File: config.mk
export PLATFORM = sky130hd
export DESIGN_NAME = src_attr_mem
export DESIGN_NICKNAME = d
export VERILOG_FILES = /design/src/rtl/core/src_pkg.sv /design/src/rtl/core/src_attr_mem.sv
export SDC_FILE = /design/constraint.sdc
export NUM_CORES = 2
export LEC_CHECK = 0
export BUFFER_PORTS_ARGS = -buffer_cell sky130_fd_sc_hd__buf_4
export CAP_MARGIN = 20
export CORE_MARGIN = 4
export CORE_UTILIZATION = 54
export CTS_CLUSTER_SIZE = 16
export DETAILED_ROUTE_END_ITERATION = 10
export PLACE_DENSITY = 0.75
export SYNTH_ARGS = -nofsm -noshare
export SYNTH_HDL_FRONTEND = slang
export SYNTH_SLANG_ARGS = --single-unit
File: constraint.sdc
create_clock -name clk -period 7.9 [get_ports clk]
set_input_delay 0.395 -clock clk [delete_from_list [all_inputs] [get_ports clk]]
set_output_delay 0.395 -clock clk [all_outputs]
set_load 0.05 [all_outputs]
File: src/rtl/core/src_pkg.sv
// shared types, codes and size tables for the sprite row/column coverage block
// no dependencies; used by src_attr_mem and the top level
package src_pkg;

  // request kinds
  typedef enum logic [1:0] {
    KIND_DRAW = 2'd0,
    KIND_HIDE = 2'd1,
    KIND_READ = 2'd2,
    KIND_NONE = 2'd3
  } kind_t;

  // full width of a returned coverage bitmap, two 64-bit halves
  localparam int BITMAP_BITS = 128;
  localparam int HALF_BITS   = 64;

  // stored sprite attributes, written on draw and read back on hide
  typedef struct packed {
    logic signed [8:0] left;
    logic        [6:0] base_width;
    logic signed [8:0] top;
    logic        [6:0] base_height;
  } attr_t;

  // base dimension tables indexed by shape then size; empty shape gives 0
  localparam logic [6:0] WIDTH_TAB [4][4] = '{
    '{7'd8,  7'd16, 7'd32, 7'd64},
    '{7'd16, 7'd32, 7'd32, 7'd64},
    '{7'd8,  7'd8,  7'd16, 7'd32},
    '{7'd0,  7'd0,  7'd0,  7'd0}
  };

  localparam logic [6:0] HEIGHT_TAB [4][4] = '{
    '{7'd8,  7'd16, 7'd32, 7'd64},
    '{7'd8,  7'd8,  7'd16, 7'd32},
    '{7'd16, 7'd32, 7'd32, 7'd64},
    '{7'd0,  7'd0,  7'd0,  7'd0}
  };

endpackage

File: src/rtl/core/src_attr_mem.sv
// per-sprite attribute table: one write port, one registered read port
// depends on src_pkg for attr_t; entries read as zero until first written
module src_attr_mem #(
  parameter int DEPTH = 128,
  parameter int AW    = 7
) (
  input  logic              clk,
  input  logic              rst,
  input  logic              rd_en,
  input  logic [AW-1:0]     rd_addr,
  output src_pkg::attr_t    rd_data,
  input  logic              wr_en,
  input  logic [AW-1:0]     wr_addr,
  input  src_pkg::attr_t    wr_data
);

  src_pkg::attr_t mem [DEPTH];
  logic [DEPTH-1:0] valid;
  src_pkg::attr_t rd_word;
  logic rd_valid;

  // storage array, written and read on the clock
  always_ff @(posedge clk) begin
    if (wr_en) begin
      mem[wr_addr] <= wr_data;
    end
    if (rd_en) begin
      rd_word <= mem[rd_addr];
    end
  end

  // written flags, cleared by reset so untouched entries read as zero
  always_ff @(posedge clk) begin
    if (rst) begin
      valid    <= '0;
      rd_valid <= 1'b0;
    end else begin
      if (wr_en) begin
        valid[wr_addr] <= 1'b1;
      end
      if (rd_en) begin
        rd_valid <= valid[rd_addr];
      end
    end
  end

  assign rd_data = rd_valid ? rd_word : '0;

endmodule

* Yosys cells after proc, flatten, opt, wreduce, memory -nomap -nowiden
Memory sizes are Yosys's and may differ from the RTL's. A register that Yosys moved wholly into a read port is not among the register bits.
Index checks and enable logic that the tools add are counted.
** Operators by class
- Add/sub/neg operators :: 0
- $mul :: 0
- Divide/modulo/power cells :: 0
- $lt $le $gt $ge :: 3
- Eq/ne operators :: 0
- Shift operators :: 0
- Multiplexer cells :: 7
- Bitwise logic cells :: 1
- Reduce and logical (&&, ||, !) cells :: 1
** Operators by type and width (number)
- $or A128 B128 Y128 :: 1
- $mux W32 :: 1
- $lt A7 B8 Y1 const B :: 2
- $bmux W1 S7 :: 1
- $demux W1 S7 :: 1
- $ge A7 B1 Y1 const B :: 1
- $mux W1 :: 4
- $logic_and A1 B1 Y1 :: 1
** Storage, ports and cells
- Register bits after elaboration :: 129
- Bits in latches :: 0
- Bits in writable memories :: 4096
- Memory bits (read-only) :: 0
- Bits of input ports :: 50
- Output and inout port bits :: 32
- Word-level logic and storage cells :: 15
- Memories :: 1
** Memories
- mem :: depth 128, bits a word 32, read ports 1, clocked after memory_dff 1, write ports 1, line src_attr_mem.sv:17 : src_pkg::attr_t mem [DEPTH];

* Depth between registers and ports, before layout
- Word-level depth :: 5
- Mapped depth :: 11
- Depth with buffers taken out :: 6

* Worst setup path before layout
OpenSTA, ideal clock, no wires.
- Path type :: input -> register
- Start :: in wr_addr[1]
- End :: mem mem[106][0] in the netlist's numbering (enable)
- Library setup time :: 0.423 ns
- Data arrival time :: 3.030 ns
- Required time :: 7.477 ns
- Path slack :: 4.447 ns
- Stages :: 5
- Buffers on the path :: 2
- Path through :: clkbuf_1 -> or3b_2 -> or2_2 -> clkbuf_1 -> nor2_1
** RTL lines
- from (decl) :: line src_attr_mem.sv:13 : input logic [AW-1:0] wr_addr,
- to (decl) :: line src_attr_mem.sv:17
Straight into the memory's write port.

==> flow_metrics.py <==
metrics = {
    "outcome": {
        "status": "finished, final reports clean",
    },
    "logic_synthesis": {
        "syn_inst": 6586,
        "synthArstFlopShare_pct": 0,
        "seq_area_frac_synth_pct": 78.2,
        "ys.flop_type": "edfxtp_1",
        "avgSynthCellArea_um2": 24.6,
        "ys_warn_count": 0,
        "ys_ff_latch": 4257,
        "synthesis.nets": 6636,
        "synth-edff-count": 4128,
        "synth_area_um2": 162000,
        "ys_types": 36,
    },
    "detailed_routing": {
        "via_per_inst": 6.90,
        "firstDrtPassIters": 6,
        "ant_nets": 0,
        "wl_per_cell_um": 38.9,
        "wl_mm": 438,
        "drc": 0,
        "drt_iter0_drc": 14770,
        "vias": 77651,
    },
    "clock_network": {
        "cts.clk_slew.worst_paths_ns": 0.07,
        "cts_tree": "done",
        "cts_max_level": 5,
        "cts_root_buf": "clkbuf_16",
        "cts_sinks": 4257,
        "cts_setup_buffers": 0,
        "clk_latency_ns": 0.94,
        "clk_path_buf_depth": 4,
        "cts.hold.buffers_added": 17,
        "cts_buffers": 394,
        "cts_resized": 0,
    },
    "setup_path": {
        "rr_endpoint": "rd_word[27]$_DFFE_PP_",
        "r2r-start": "mem[11][27]$_DFFE_PP_",
        "crit_arrival_ns": 4.34,
        "rrSetupSlack_ns": 4.96,
        "r2r_cells": 5,
        "startpoint_type": "primary input",
        "crit_fanout": 82,
        "endpoint_kind": "flop",
        "cp.required_ns": 8.54,
        "critPathLaunch": "rd_addr[1]",
        "cp-endpoint": "rd_word[25]$_DFFE_PP_",
        "crit_type": "in2reg",
    },
    "sta": {
        "period_share_pct": 46.8,
        "drv_slew": 0,
        "clock.fmax_mhz": 270,
        "worst_slack_ns": 4.20,
        "clock_skew_ns": 0.0603,
        "tightest_slew_ns": 1.17,
        "finalCriticalPeriod_ns": 3.70,
        "finalSetupViolCount": 0,
        "hold_viol": 0,
        "slew-limit-headroom_pct": 22.1,
        "finalSetupTns_ns": 0,
        "rsz0062_at_grt": "false",
    },
    "global_route": {
        "gr-total-overflow": 0,
        "grt_max_degree": 117,
        "antenna_found_initial": 56,
        "grt_pass1_vias": 78479,
        "track_usage_pct": 28.5,
        "grt_pass1_wl_mm": 614,
    },
    "floorplan": {
        "design.core.area_um2": 298000,
        "die_x_um": 555,
        "dieArea_um2": 308000,
        "die_h_um": 555,
        "start_util_pct": 54.4,
        "std_cell_rows": 200,
        "io_pins": 82,
    },
    "pwr": {
        "total_power_mw": 46.4,
        "p_leak_nw": 56.0,
        "p_per_area_nw_per_um2": 255,
        "peakVddDrop_mv": 0.181,
    },
    "finish": {
        "final_common_cell": "edfxtp_1",
        "num-fill-cells": 18714,
        "drive_gt1_share_pct": 33.0,
        "stdcell_count": 11259,
        "area.growth.synth_to_final_pct": 12.4,
        "mostFrequentLayoutCells": "edfxtp_1, mux4_2, clkbuf_16",
        "final_nets": 6997,
        "utilization_pct": 61.1,
    },
    "place": {
        "place_ws_ns": 3.34,
        "dp.cells": 10472,
        "port_buffers": 81,
        "gp_congestion": 0.853,
        "hpwl_mm": 218,
    },
    "flow_run": {
        "maxCapViolCount": 0,
    },
    "min_path": {
        "holdPathStages": 1,
        "min-delay-path-class": "in2reg",
    },
}
cell type report:
class / instances / area (um2) / share of cell area [%]
Clock buffer: 477 / 10600 / 5.82
Multi-Input combinational cell: 1979 / 34600 / 19.0
Clock inverter: 246 / 2330 / 1.28
Sequential cell: 4257 / 127000 / 69.6
Tap cell: 3939 / 4930 / 2.71
Inverter: 1 / 3.75 / 0.00206
Timing Repair Buffer: 314 / 2750 / 1.51
Antenna cell: 46 / 115 / 0.0633
worst max-delay path, cell delays in order:
cell	delay, ns
buf_8	0.63
buf_12	0.41
buf_4	0.64
mux4_2	0.41
mux4_2	0.55
mux4_2	0.49
nand2_1	0.43
nand2_1	0.11
cells in the mapped netlist, types with 6 or more instances:
master / count / area share [%]
edfxtp_1: 4128 / 77
mux4_2: 1375 / 19
nor2_1: 388 / 0.90
clkbuf_1: 163 / 0.38
dfxtp_1: 129 / 1.6
buf_2: 100 / 0.31
nand2_1: 75 / 0.17
buf_1: 47 / 0.11
nand2b_1: 36 / 0.14
and2_1: 32 / 0.12
buf_4: 27 / 0.13
buf_6: 12 / 0.084
nand3_1: 12 / 0.037
nor2b_1: 8 / 0.031
nand3b_1: 7 / 0.032
or2_2: 6 / 0.023
power breakdown:
group | switching (mW) | total, mW | internal, mW
logic | 1.47 | 2.35 | 0.876
registers | 0.0714 | 24.9 | 24.9
clock network | 8.27 | 19.2 | 10.9
worst min-delay path by stage:
stage | from | to
after global routing | wr_data[26] | mem[12][26]$_DFFE_PP_
after floorplan | valid[50]$_SDFFE_PP0P_ | valid[50]$_SDFFE_PP0P_
final | wr_data[8] | mem[33][8]$_DFFE_PP_
after CTS | wr_data[26] | mem[26][26]$_DFFE_PP_
after detailed placement | valid[74]$_SDFFE_PP0P_ | valid[74]$_SDFFE_PP0P_
after global placement | valid[75]$_SDFFE_PP0P_ | valid[75]$_SDFFE_PP0P_
stage by stage:
stage	cell area (um2)	hold slack, ns
finish	182000	0.0494
floorplan	162000	0.432
global route	182000	0.0611
detailed placement	169000	0.454
global placement	169000	0.443
CTS	182000	0.00586
per-layer routing:
| metal | up-vias | routed length, um | part of all wire (%) | GRT usage (%) |
|---|---|---|---|---|
| li1 | 29034 | - | - | - |
| met3 | 997 | 60400 | 14 | 7.49 |
| met4 | 26 | 21100 | 4.8 | 12.4 |
| met5 | - | 166 | 0.038 | 0 |
| met1 | 40995 | 146000 | 33 | 39.0 |
| met2 | 6599 | 210000 | 48 | 44.1 |
kinds of logic after synthesis:
kind of cell | after synthesis | synth area share (%)
flip-flops | 4257 | 78.2
multiplexers | 1382 | 19.2
AND/OR/NAND/NOR | 580 | 1.53
buffers and inverters | 350 | 1.01
AO/OA/AOI/OAI | 17 | 0.0812
sequential cells by signal (all words and copies together) (netlist names):
register / cells
mem: 4096
rd_word: 32
rd_valid: 1
valid: 128
Note: power is estimated with default switching activity, not from simulation.
